`config.mk`:
```
export PLATFORM = sky130hd
export DESIGN_NAME = http2_settings_frame_decoder
export DESIGN_NICKNAME = d
export VERILOG_FILES = /design/src/rtl/core/hsfd_pkg.sv /design/src/rtl/core/http2_settings_frame_decoder.sv /design/src/rtl/core/hsfd_front.sv /design/src/rtl/core/hsfd_queue.sv /design/src/rtl/core/hsfd_back.sv
export VERILOG_INCLUDE_DIRS = /design/src /design/src/rtl/core
export SDC_FILE = /design/constraint.sdc
export NUM_CORES = 1
export LEC_CHECK = 0
export BUFFER_PORTS_ARGS = -buffer_cell sky130_fd_sc_hd__buf_2
export CAP_MARGIN = 20
export CORE_MARGIN = 2
export CORE_UTILIZATION = 40
export DETAILED_ROUTE_END_ITERATION = 8
export PLACE_DENSITY = 0.58
export SKIP_CTS_REPAIR_TIMING = 1
export SLEW_MARGIN = 10
export SYNTH_ARGS = -nofsm -noshare
export SYNTH_HDL_FRONTEND = slang
export SYNTH_SLANG_ARGS = --single-unit
export TNS_END_PERCENT = 10
```
`constraint.sdc`:
```
create_clock -name i_clk -period 19.9 [get_ports i_clk]
set_input_delay 1.99 -clock i_clk [delete_from_list [all_inputs] [get_ports i_clk]]
set_output_delay 1.99 -clock i_clk [all_outputs]
set_load 0.05 [all_outputs]
```
`src/rtl/core/assert_macros.svh`:
```
// Assertion helpers shared by the RTL.
`ifndef ASSERT_MACROS_SVH
`define ASSERT_MACROS_SVH

// Check a property on every rising clock edge outside reset.
`define ASSERT_CLK(lbl, clk, rst_n, prop) \
    lbl: assert property (@(posedge clk) disable iff (!(rst_n)) (prop)) \
        else $error("assertion failed");

// Check that a condition never holds outside reset.
`define ASSERT_NEVER(lbl, clk, rst_n, cond) \
    lbl: assert property (@(posedge clk) disable iff (!(rst_n)) !(cond)) \
        else $error("forbidden condition seen");

`endif

```
`src/rtl/core/hsfd_pkg.sv`:
```
package hsfd_pkg;

    // Frame status codes
    localparam logic [1:0] ST_NONE       = 2'd0;
    localparam logic [1:0] ST_FRAME_SIZE = 2'd1;
    localparam logic [1:0] ST_PROTOCOL   = 2'd2;
    localparam logic [1:0] ST_FLOW       = 2'd3;

    // Byte position of the last byte of a six-byte entry
    localparam logic [2:0] ENTRY_LAST_POS = 3'd5;

    localparam logic [31:0] WINDOW_MAX = 32'd2147483647;
    localparam logic [31:0] FSIZE_MIN  = 32'd16384;
    localparam logic [31:0] FSIZE_MAX  = 32'd16777215;

    localparam logic [31:0] RST_TABLE_SIZE = 32'd4096;
    localparam logic [30:0] RST_WINDOW     = 31'd65535;
    localparam logic [23:0] RST_FRAME_SIZE = 24'd16384;
    localparam logic [31:0] RST_ALL_ONES   = 32'hFFFF_FFFF;

    localparam int OUT_DATA_W = 160;

    typedef enum logic [2:0] {
        SET_NONE    = 3'd0,
        SET_TABLE   = 3'd1,
        SET_PUSH    = 3'd2,
        SET_STREAMS = 3'd3,
        SET_WINDOW  = 3'd4,
        SET_FSIZE   = 3'd5,
        SET_LIST    = 3'd6
    } t_set_id;

    // One queued operation: an optional setting update and an optional end of frame
    typedef struct packed {
        logic        upd;
        t_set_id     sel;
        logic [31:0] value;
        logic        last;
        logic [1:0]  status;
    } t_op;

endpackage

```
`src/rtl/core/http2_settings_frame_decoder.sv`:
```
// Path: with the queue empty, a frame's result is written to the queue at the edge that
// accepts the item carrying tlast, then to the output register once the output slot is free.
// Throughput: one item per cycle while the two-entry queue is not full, else s_axis_tready is low;
// the queue absorbs short output stalls.
// Reset (i_rst_n low at a clock edge): settings return to their protocol defaults,
// the entry assembler, queue and output register empty.
module http2_settings_frame_decoder (
    input  logic         i_clk,
    input  logic         i_rst_n,
    input  logic         s_axis_tvalid,
    output logic         s_axis_tready,
    input  logic [7:0]   s_axis_tdata,  // [7:0] payload_byte
    input  logic [0:0]   s_axis_tuser,  // [0] byte_valid
    input  logic         s_axis_tlast,  // frame_end
    output logic         m_axis_tvalid,
    input  logic         m_axis_tready,
    // [1:0] status, [33:2] table_size, [34] push_enable,
    // [66:35] stream_limit, [97:67] window_size,
    // [121:98] frame_limit, [153:122] list_limit, [159:154] zero
    output logic [hsfd_pkg::OUT_DATA_W-1:0] m_axis_tdata
);
    import hsfd_pkg::*;
    `include "assert_macros.svh"

    logic        q_full;
    logic        q_push;
    t_op         f_op;
    logic        q_valid;
    logic        q_pop;
    t_op         q_op;
    logic [1:0]  b_status;
    logic [31:0] b_table;
    logic        b_push_en;
    logic [31:0] b_streams;
    logic [30:0] b_window;
    logic [23:0] b_fsize;
    logic [31:0] b_list;

    hsfd_front u_front (
        .i_clk        (i_clk),
        .i_rst_n      (i_rst_n),
        .i_valid      (s_axis_tvalid),
        .o_ready      (s_axis_tready),
        .i_byte       (s_axis_tdata),
        .i_byte_valid (s_axis_tuser[0]),
        .i_frame_end  (s_axis_tlast),
        .i_q_full     (q_full),
        .o_push       (q_push),
        .o_op         (f_op)
    );

    hsfd_queue u_queue (
        .i_clk   (i_clk),
        .i_rst_n (i_rst_n),
        .i_push  (q_push),
        .i_op    (f_op),
        .o_full  (q_full),
        .i_pop   (q_pop),
        .o_valid (q_valid),
        .o_op    (q_op)
    );

    hsfd_back u_back (
        .i_clk     (i_clk),
        .i_rst_n   (i_rst_n),
        .i_q_valid (q_valid),
        .i_op      (q_op),
        .o_pop     (q_pop),
        .o_valid   (m_axis_tvalid),
        .i_ready   (m_axis_tready),
        .o_status  (b_status),
        .o_table   (b_table),
        .o_push_en (b_push_en),
        .o_streams (b_streams),
        .o_window  (b_window),
        .o_fsize   (b_fsize),
        .o_list    (b_list)
    );

    assign m_axis_tdata = {6'd0, b_list, b_fsize, b_window, b_streams, b_push_en,
                           b_table, b_status};

    // an accepted end of frame is either queued or already on the output next cycle
    `ASSERT_CLK(a_end_tracked, i_clk, i_rst_n, s_axis_tvalid && s_axis_tready && s_axis_tlast |=> q_valid || m_axis_tvalid)
    // the reported frame size setting never falls below its minimum
    `ASSERT_NEVER(a_fsize_low, i_clk, i_rst_n, m_axis_tvalid && (b_fsize < FSIZE_MIN[23:0]))
    // a queued end of frame is not dropped while the output is stalled
    `ASSERT_NEVER(a_no_end_pop_stalled, i_clk, i_rst_n, q_pop && q_op.last && m_axis_tvalid && !m_axis_tready)

endmodule

```
`src/rtl/core/hsfd_front.sv`:
```
module hsfd_front (
    input  logic           i_clk,
    input  logic           i_rst_n,
    input  logic           i_valid,
    output logic           o_ready,
    input  logic [7:0]     i_byte,
    input  logic           i_byte_valid,
    input  logic           i_frame_end,
    input  logic           i_q_full,
    output logic           o_push,
    output hsfd_pkg::t_op  o_op
);
    import hsfd_pkg::*;

    logic [2:0]  r_pos,  n_pos;
    logic [39:0] r_buf,  n_buf;
    logic [1:0]  r_err,  n_err;

    assign o_ready = !i_q_full;

    always_comb begin
        logic        accept;
        logic [15:0] id;
        logic [31:0] val;
        logic [1:0]  chk;
        t_set_id     sel;
        t_op         op;

        accept = i_valid && !i_q_full;
        id     = r_buf[39:24];
        val    = {r_buf[23:0], i_byte};
        n_pos  = r_pos;
        n_buf  = r_buf;
        n_err  = r_err;
        op     = '0;
        chk    = ST_NONE;

        unique case (id)
            16'd1:   sel = SET_TABLE;
            16'd2:   sel = SET_PUSH;
            16'd3:   sel = SET_STREAMS;
            16'd4:   sel = SET_WINDOW;
            16'd5:   sel = SET_FSIZE;
            16'd6:   sel = SET_LIST;
            default: sel = SET_NONE;
        endcase

        case (sel)
            SET_PUSH:   if (val > 32'd1) chk = ST_PROTOCOL;
            SET_WINDOW: if (val > WINDOW_MAX) chk = ST_FLOW;
            SET_FSIZE:  if (val < FSIZE_MIN || val > FSIZE_MAX) chk = ST_PROTOCOL;
            default:    chk = ST_NONE;
        endcase

        if (accept) begin
            if (i_byte_valid && r_err == ST_NONE) begin
                if (r_pos != ENTRY_LAST_POS) begin
                    n_buf = {r_buf[31:0], i_byte};
                    n_pos = r_pos + 3'd1;
                end else begin
                    // entry complete: latch a range error, else forward the update
                    if (chk != ST_NONE) begin
                        n_err = chk;
                    end else if (sel != SET_NONE) begin
                        op.upd   = 1'b1;
                        op.sel   = sel;
                        op.value = val;
                    end
                    n_pos = 3'd0;
                end
            end
            if (i_frame_end) begin
                op.last   = 1'b1;
                op.status = (n_err == ST_NONE && n_pos != 3'd0) ? ST_FRAME_SIZE : n_err;
                n_pos     = 3'd0;
                n_err     = ST_NONE;
            end
        end

        o_op   = op;
        o_push = op.upd || op.last;
    end

    always_ff @(posedge i_clk) begin
        if (!i_rst_n) begin
            r_pos <= 3'd0;
            r_err <= ST_NONE;
        end else begin
            r_pos <= n_pos;
            r_err <= n_err;
        end
        r_buf <= n_buf;
    end

endmodule

```
`src/rtl/core/hsfd_queue.sv`:
```
module hsfd_queue (
    input  logic           i_clk,
    input  logic           i_rst_n,
    input  logic           i_push,
    input  hsfd_pkg::t_op  i_op,
    output logic           o_full,
    input  logic           i_pop,
    output logic           o_valid,
    output hsfd_pkg::t_op  o_op
);
    import hsfd_pkg::*;

    t_op        r_mem [2];
    logic       r_wr_ptr;
    logic       r_rd_ptr;
    logic [1:0] r_count;
    logic       do_push;
    logic       do_pop;

    assign o_full  = (r_count == 2'd2);
    assign o_valid = (r_count != 2'd0);
    assign o_op    = r_mem[r_rd_ptr];
    assign do_push = i_push && !o_full;
    assign do_pop  = i_pop && o_valid;

    always_ff @(posedge i_clk) begin
        if (!i_rst_n) begin
            r_wr_ptr <= 1'b0;
            r_rd_ptr <= 1'b0;
            r_count  <= 2'd0;
        end else begin
            if (do_push) r_wr_ptr <= !r_wr_ptr;
            if (do_pop)  r_rd_ptr <= !r_rd_ptr;
            case ({do_push, do_pop})
                2'b10:   r_count <= r_count + 2'd1;
                2'b01:   r_count <= r_count - 2'd1;
                default: r_count <= r_count;
            endcase
        end
        if (do_push) r_mem[r_wr_ptr] <= i_op;
    end

endmodule

```
`src/rtl/core/hsfd_back.sv`:
```
module hsfd_back (
    input  logic           i_clk,
    input  logic           i_rst_n,
    input  logic           i_q_valid,
    input  hsfd_pkg::t_op  i_op,
    output logic           o_pop,
    output logic           o_valid,
    input  logic           i_ready,
    output logic [1:0]     o_status,
    output logic [31:0]    o_table,
    output logic           o_push_en,
    output logic [31:0]    o_streams,
    output logic [30:0]    o_window,
    output logic [23:0]    o_fsize,
    output logic [31:0]    o_list
);
    import hsfd_pkg::*;

    logic [31:0] r_table,   n_table;
    logic        r_push,    n_push;
    logic [31:0] r_streams, n_streams;
    logic [30:0] r_window,  n_window;
    logic [23:0] r_fsize,   n_fsize;
    logic [31:0] r_list,    n_list;
    logic        r_out_valid;
    logic        out_free;

    assign out_free = !r_out_valid || i_ready;
    // updates never wait unless they carry an end of frame, which waits for the output slot
    assign o_pop    = i_q_valid && (!i_op.last || out_free);

    always_comb begin
        n_table   = r_table;
        n_push    = r_push;
        n_streams = r_streams;
        n_window  = r_window;
        n_fsize   = r_fsize;
        n_list    = r_list;
        if (o_pop && i_op.upd) begin
            case (i_op.sel)
                SET_TABLE:   n_table   = i_op.value;
                SET_PUSH:    n_push    = i_op.value[0];
                SET_STREAMS: n_streams = i_op.value;
                SET_WINDOW:  n_window  = i_op.value[30:0];
                SET_FSIZE:   n_fsize   = i_op.value[23:0];
                SET_LIST:    n_list    = i_op.value;
                default:     n_table   = r_table;
            endcase
        end
    end

    always_ff @(posedge i_clk) begin
        if (!i_rst_n) begin
            r_table     <= RST_TABLE_SIZE;
            r_push      <= 1'b1;
            r_streams   <= RST_ALL_ONES;
            r_window    <= RST_WINDOW;
            r_fsize     <= RST_FRAME_SIZE;
            r_list      <= RST_ALL_ONES;
            r_out_valid <= 1'b0;
        end else begin
            r_table   <= n_table;
            r_push    <= n_push;
            r_streams <= n_streams;
            r_window  <= n_window;
            r_fsize   <= n_fsize;
            r_list    <= n_list;
            if (o_pop && i_op.last) begin
                r_out_valid <= 1'b1;
            end else if (i_ready) begin
                r_out_valid <= 1'b0;
            end
        end
        // snapshot the settings as they stand after this item
        if (o_pop && i_op.last) begin
            o_status  <= i_op.status;
            o_table   <= n_table;
            o_push_en <= n_push;
            o_streams <= n_streams;
            o_window  <= n_window;
            o_fsize   <= n_fsize;
            o_list    <= n_list;
        end
    end

    assign o_valid = r_out_valid;

endmodule

```
==> results.txt, run 1 <==
Die X: 203 um
FF+latch count, synth: 435
Setup CP Type: in -> reg
Number of synthesized flops with an enable pin: 272
Top cells by count, synth: edfxtp_1 (272), nand2_1 (193), dfxtp_1 (163), o21ai_0 (84), a21oi_1 (74)
WL/cell: 17.4 um
Num CTS Buffers: 45
Top cell type's share of synthesized area: 51.7%
Number of inserted diodes: 0
Tot GR Track Use: 16.5%
Final hold slack: 0.461 ns
Main synth FF type: edfxtp_1
Avg Cell Area, Syn: 12.8 um^2
Clock transition time at the flip-flop clock pins of the worst setup and hold paths: 0.06 ns
Max Buffers Root-to-Sink: 3
Final worst slack: 15.04 ns
CTS root buf: clkbuf_16
Multi-input logic area: 4030 um^2
Final period util: 24.4%
Peak supply drop: 79.1 uV
Placeable core area: 38,800 um^2
Register area share after synthesis: 72.3%
Internal power: 1.65 mW
CTS tree: built
Initial drt markers: 566
Top Ports: 176
Vias per std cell: 4.96
Crit path time final: 4.86 ns
Clock Power Share: 34.1%
CP startpoint kind: input pin
Total Power: 2.38 mW
Synth area leader: edfxtp_1
Initial core utilization: 40.7%
H-tree levels: 2
Register share of total power: 46.9%
# setup viols final: 0
Cell with the most instances after synthesis: edfxtp_1
Dominant cells by area after synthesis: edfxtp_1 (52%), dfxtp_1 (21%), nand2_1 (4.6%)
Placement Setup Slack: 14.39 ns
# port buffers: 169
RSZ-0062 raised after global routing: false
Latest clock arrival within the worst-skew pair: 0.57 ns
Drt first pass iters: 5
Crit end category: flip-flop
Vias in the first global route: 8,997
Post-DP HPWL: 21,600 um
Layout net count: 1,409
Fill cell count: 3,431
Setup TNS: 0 ns
Max-slew violation count: 0
Largest net degree at the start of global routing: 97
Vias: 9,666
Fin. Hold Viols: 0
First-pass GRT wire length: 52,300 um
Req. time, crit path: 20.16 ns
Netlist cell types: 60
Maxcap violations: 0
Slew headroom: 23.6%
Synth Warn #: 0
Die Ht: 203 um
Sw Pwr: 0.736 mW
Min-delay worst type: reg -> reg
Grt total ovfl: 0
Cell area after layout: 18,600 um^2
Gpl congestion: 0.763
Synth Instances: 1,232
Status: complete, no violations
Antenna-violating nets left: 0
Sw frac: 30.9%
Worst EP arrival: 5.12 ns
Worst-margin pin slew: 1.15 ns
P&R area growth vs syn: 17.8%
Row cnt: 72
P_leak: 6.84 nW
Power Density: 128 nW/um^2
Clk_skew: 0.0161 ns
Clock Sinks: 435
Syn Std Cell Area: 15,800 um^2
Asr flop ratio synth: 0%
CP Max Fanout: 34
Share of layout cells above drive strength 1: 23.0%
DP Area: 17,100 um^2
Drt total wl: 33,800 um
Comb power frac: 19.0%
Sequential cell area: 11,400 um^2
Initial antenna violation count: 0
Die ar.: 41,100 um^2
Drt drc: 0
Max frequency: 206 MHz
## area by class of cell
type	instances	area share [%]
Multi-Input combinational cell	717	21.7
Timing Repair Buffer	186	5.58
Clock buffer	70	6.98
Inverter	9	0.181
Clock inverter	13	0.706
Sequential cell	435	61.4
Tap cell	518	3.48
## path summary, 6_finish.rpt
path | start | to | slack (ns) | cells past startpoint
setup / recovery | s_axis_tdata[4] | u_queue.r_mem[1][19] | 15.04 | 8
hold reg to reg | u_back.r_table[23] | u_back.r_table[23] | 0.46 | 2
setup reg to reg | flip-flop | u_back.o_window[7] | 15.79 | 7
hold / removal | u_back.r_table[23] | u_back.r_table[23] | 0.46 | 2
## per-stage QoR
step | utilization, % | cells
6_report | 47.9 | 1948
5_1_grt | 47.9 | 1948
4_1_cts | 47.8 | 1946
3_5_place_dp | 44.1 | 1863
3_3_place_gp | 44.0 | 1861
2_1_floorplan | - | 1237
## critical path, cell delays in order
cell	delay, ns
buf_2	0.11
nor4_1	0.27
nand4_1	0.19
or3_1	0.42
a221oi_4	0.96
nor2_1	0.29
nor2b_4	0.61
buf_16	0.24
## registers in the layout (all words and copies together), names as in the netlist, 2 cells and up, named ones only
register and count:
u_front.r_buf 40, u_queue.r_count 2, u_back.o_fsize 24, u_back.o_streams 32, u_back.o_table 32, u_back.o_window 31
u_back.r_window 31, u_front.r_pos 3, u_queue.r_mem 78, u_front.r_err 2, u_back.o_status 2, u_back.r_table 32
u_back.r_list 32, u_back.o_list 32, u_back.r_fsize 24, u_back.r_streams 32
## cell families after synthesis
| family | count (synthesis) | synth area share [%] |
|---|---|---|
| xor+xnor | 5 | 0.277 |
| buf+inv | 85 | 2.53 |
| compound gates | 260 | 10.1 |
| mux | 36 | 2.30 |
| flops | 435 | 72.3 |
| fa+ha+maj | 1 | 0.0792 |
| simple gates | 409 | 12.3 |
| other cells | 1 | 0.0237 |
## power groups by stage
stage | Clock, mW | Combinational, mW | Sequential (mW)
after global routing | 0.872 | 0.483 | 1.13
final | 0.811 | 0.452 | 1.12
after detailed placement | 0 | 0.454 | 1.14
after global placement | 0 | 0.448 | 1.14
after CTS | 0.834 | 0.455 | 1.12
after floorplan | 0 | 0.150 | 1.32
## routing by layer
layer / track usage (%) / vias up / routed length (um)
met5: 0 / - / 0
met4: 4.80 / 0 / 726
met3: 3.47 / 52 / 1690
met2: 24.8 / 234 / 15000
met1: 24.3 / 4636 / 16400
li1: - / 4744 / -
## layout by cell type (no fill, tap or decap), types with 3 or more instances in the layout
master	count
nand2_1	190
clkbuf_8	8
nor2_4	3
clkinv_2	4
buf_2	169
clkbuf_1	17
edfxtp_1	272
clkbuf_16	45
conb_1	6
nand2_2	3
nor3_1	5
a21oi_1	74
o21ai_0	84
nand3_1	7
and2_1	48
o211ai_1	67
nand3b_1	3
a211oi_1	15
nor4_2	3
nor2_1	67
nor4_1	6
o21ai_1	3
or2_2	55
dfxtp_1	162
inv_1	8
xor2_1	3
buf_4	13
mux2i_1	34
(Power assumes the default switching activity.)
==> run 2, diff against run 1 <==
--- a/config.mk
+++ b/config.mk
@@ -6,12 +6,13 @@
 export SDC_FILE = /design/constraint.sdc
 export NUM_CORES = 1
 export LEC_CHECK = 0
+export ABC_AREA = 1
 export BUFFER_PORTS_ARGS = -buffer_cell sky130_fd_sc_hd__buf_2
 export CAP_MARGIN = 20
 export CORE_MARGIN = 2
 export CORE_UTILIZATION = 40
 export DETAILED_ROUTE_END_ITERATION = 8
-export PLACE_DENSITY = 0.58
+export PLACE_DENSITY = 0.6
 export SKIP_CTS_REPAIR_TIMING = 1
 export SLEW_MARGIN = 10
 export SYNTH_ARGS = -nofsm -noshare
==> constraint.sdc (replaced) <==
create_clock -name i_clk -period 4.1 [get_ports i_clk]
set_input_delay 0.41 -clock i_clk [delete_from_list [all_inputs] [get_ports i_clk]]
set_output_delay 0.41 -clock i_clk [all_outputs]
set_load 0.05 [all_outputs]
==> results.txt, run 2 <==
Status: complete, no violations (unchanged)
Min-delay worst type: in -> reg (was reg -> reg)
Latest clock arrival within the worst-skew pair: 0.56 ns (was 0.57 ns)
Placement Setup Slack: 0.934 ns (was 14.39 ns)
Fin. Hold Viols: 0 (unchanged)
Setup CP Type: reg -> reg (was in -> reg)
Synth Instances: 1,349 (was 1,232)
P&R area growth vs syn: 18.6% (was 17.8%)
Top Registers: u_queue.r_mem (78), u_front.r_buf (40) (unchanged)
Max frequency: 311 MHz
CP dominant cell by count: nand2_1
Max Buffers Root-to-Sink: 3 (unchanged)
CTS root buf: clkbuf_16 (unchanged)
Vias per std cell: 4.79 (was 4.96)
Die ar.: 41,200 um^2 (was 41,100 um^2)
Final worst slack: 0.888 ns (was 15.04 ns)
Cell with the most instances after synthesis: edfxtp_1 (unchanged)
Critical path's slowest cell: buf_4 (was a221oi_4)
Main synth FF type: edfxtp_1 (unchanged)
Register area share after synthesis: 72.1% (was 72.3%)
Reg2Reg Depth: 14 (was 7)
Worst EP arrival: 3.42 ns (was 5.12 ns)
Drt total wl: 34,900 um (was 33,800 um)
Gpl congestion: 0.823 (was 0.763)
Layout net count: 1,547 (was 1,409)
CP Max Fanout: 28 (was 34)
Worst-margin pin slew: 1.04 ns (was 1.15 ns)
CTS tree: built (unchanged)
Placeable core area: 38,900 um^2 (was 38,800 um^2)
Crit end category: flip-flop (unchanged)
Clk_skew: 0.0195 ns (was 0.0161 ns)
Initial drt markers: 716 (was 566)
Vias: 9,988 (was 9,666)
Largest net degree at the start of global routing: 90 (was 97)
Grt total ovfl: 0 (unchanged)
Commonest non-fill, non-tap cell in the layout: edfxtp_1 (unchanged)
Share of layout cells above drive strength 1: 24.5% (was 23.0%)
Top cells by count, synth: edfxtp_1 (272), nor2_1 (182), nand2_1 (169), dfxtp_1 (163), a21oi_1 (136) (was edfxtp_1 (272), nand2_1 (193), dfxtp_1 (163), o21ai_0 (84), a21oi_1 (74))
Setup TNS: 0 ns (unchanged)
Antenna-violating nets left: 0 (unchanged)
Clock Sinks: 435 (unchanged)
Reg2reg end: u_queue.r_mem[0][1] (was u_back.o_window[7])
Die Ht: 203 um (about the same)
Drt first pass iters: 5 (unchanged)
Synth Warn #: 0 (unchanged)
Worst Hold End: u_front.r_buf[7] (was u_back.r_table[23])
Post-DP HPWL: 22,500 um (was 21,600 um)
Tot GR Track Use: 16.9% (was 16.5%)
Top cell type's share of synthesized area: 51.5% (was 51.7%)
Number of synthesized flops with an enable pin: 272 (unchanged)
Hold path cells: 1 (was 2)
Die X: 203 um (about the same)
Asr flop ratio synth: 0% (unchanged)
Syn Std Cell Area: 15,900 um^2 (was 15,800 um^2)
Initial antenna violation count: 1 (was 0)
# setup viols final: 0 (unchanged)
Row cnt: 72 (unchanged)
H-tree levels: 2 (unchanged)
Power Density: 660 nW/um^2 (was 128 nW/um^2)
Flop2flop setup slack: 0.89 ns (was 15.79 ns)
First-pass GRT wire length: 53,300 um (was 52,300 um)
CP startpoint kind: flip-flop (was input pin)
Initial core utilization: 40.7% (about the same)
Number of flip-flops in the largest register: 78 (unchanged)
Peak supply drop: 346 uV (was 79.1 uV)
Vias in the first global route: 9,370 (was 8,997)
Final period util: 78.3%
Critical R2R Launch: u_front.r_buf[37]
Clock transition time at the flip-flop clock pins of the worst setup and hold paths: 0.06 ns (about the same)
Maxcap violations: 0 (unchanged)
P_leak: 7.02 nW (was 6.84 nW)
Top Ports: 176 (unchanged)
Req. time, crit path: 4.31 ns (was 20.16 ns)
Max-slew violation count: 0 (unchanged)
Critical path, cell by cell: nor2_1 > nand2_1 > nor2_1 > nand2_1 > nand3_1 > inv_1 > nand2_1 > nand2_1 > nor2_1 > nand2_1 > inv_1 > nor2_1 > nor2_4 > buf_4 (was buf_2 > nor4_1 > nand4_1 > or3_1 > a221oi_4 > nor2_1 > nor2b_4 > buf_16)
Synth area leader: edfxtp_1 (unchanged)
Slew headroom: 30.4% (was 23.6%)
Hold Crit Start: s_axis_tdata[7] (was u_back.r_table[23])
Most frequent cells in the layout: edfxtp_1 (272), nor2_1 (180), buf_2 (171), nand2_1 (169), dfxtp_1 (163) (was edfxtp_1 (272), nand2_1 (190), buf_2 (169), dfxtp_1 (162), o21ai_0 (84))
Crit-path max cell delay: 0.43 ns (was 0.96 ns)
RSZ-0062 raised after global routing: false (unchanged)
Crit path time final: 3.21 ns
Reg with most FFs: u_queue.r_mem (unchanged)
# port buffers: 169 (unchanged)
Dominant cells by area after synthesis: edfxtp_1 (52%), dfxtp_1 (21%), nor2_1 (4.3%) (was edfxtp_1 (52%), dfxtp_1 (21%), nand2_1 (4.6%))
Num CTS Buffers: 45 (unchanged)
FF+latch count, synth: 435 (unchanged)
WL/cell: 16.7 um (was 17.4 um)
Netlist cell types: 30 (was 60)
Avg Cell Area, Syn: 11.8 um^2 (was 12.8 um^2)
Fill cell count: 3,581 (was 3,431)
Drt drc: 0 (unchanged)
==> run 2: power breakdown <==
part | switching (mW) | internal, mW
Sequential | 0.201 | 5.33
Combinational | 2.22 | 0.564
Clock | 1.66 | 2.43
==> run 2: stage by stage <==
stage	hold WS (ns)	cell area, um^2	utilization [%]	power [mW]	std cells
global placement	0.432	17300	44.3	8.40	1998
CTS	0.000367	18800	48.3	12.6	2085
global route	0.0181	18800	48.3	12.9	2086
detailed placement	0.435	17300	44.4	8.44	2002
finish	0.0398	18800	48.3	12.4	2087
floorplan	0.425	15900	-	7.56	1354
==> run 2: per-layer routing <==
layer	vias to the layer above	GRT usage, %	part of all wire, %
li1	4937	-	-
met1	4744	24.0	47
met2	246	26.6	46
met3	61	2.87	5.3
met4	0	5.32	2.2
met5	-	0	0
==> run 2: worst max path at each step <==
stage	endpoint	startpoint	slack (ns)	cells after the start
CTS	u_queue.r_mem[0][1]	u_front.r_buf[37]	0.93	14
floorplan	u_queue.r_mem[1][0]	u_queue.r_count[0]	0.10	8
global route	u_queue.r_mem[0][0]	u_front.r_buf[37]	0.48	14
global placement	u_queue.r_mem[0][1]	u_front.r_buf[39]	1.04	14
detailed placement	u_queue.r_mem[0][8]	u_front.r_buf[39]	0.93	14
finish	u_queue.r_mem[0][1]	u_front.r_buf[37]	0.89	14
==> run 2: kinds of logic (layout without fill, tap and decap cells) <==
family	count (synthesis)	in the layout	share of synthesized area [%]
AO/OA/AOI/OAI	244	244	8.92
adder cells (fa/ha/maj)	1	1	0.0789
buffers and inverters	160	374	4.30
flip-flops	435	435	72.1
other	1	7	0.0237
AND/OR/NAND/NOR	508	508	14.6
==> run 2: cell type report <==
| type | instances | area [um^2] | area share (%) |
|---|---|---|---|
| inverters | 93 | 355 | 1.89 |
| flip-flops and latches | 435 | 11400 | 60.8 |
| clock inverters | 20 | 223 | 1.18 |
| multi-input cells | 759 | 3790 | 20.1 |
| well taps | 518 | 648 | 3.45 |
| diodes | 1 | 2.50 | 0.0133 |
| clock buffers | 63 | 1270 | 6.78 |
| repair buffers | 198 | 1080 | 5.76 |
==> run 2: critical path, delay by kind of cell, from the launching register on <==
| family | cells | cell delay (ns) |
|---|---|---|
| and+or+nand+nor | 11 | 1.80 |
| buffers and inverters | 3 | 0.67 |
| DFF | 1 | 0.36 |
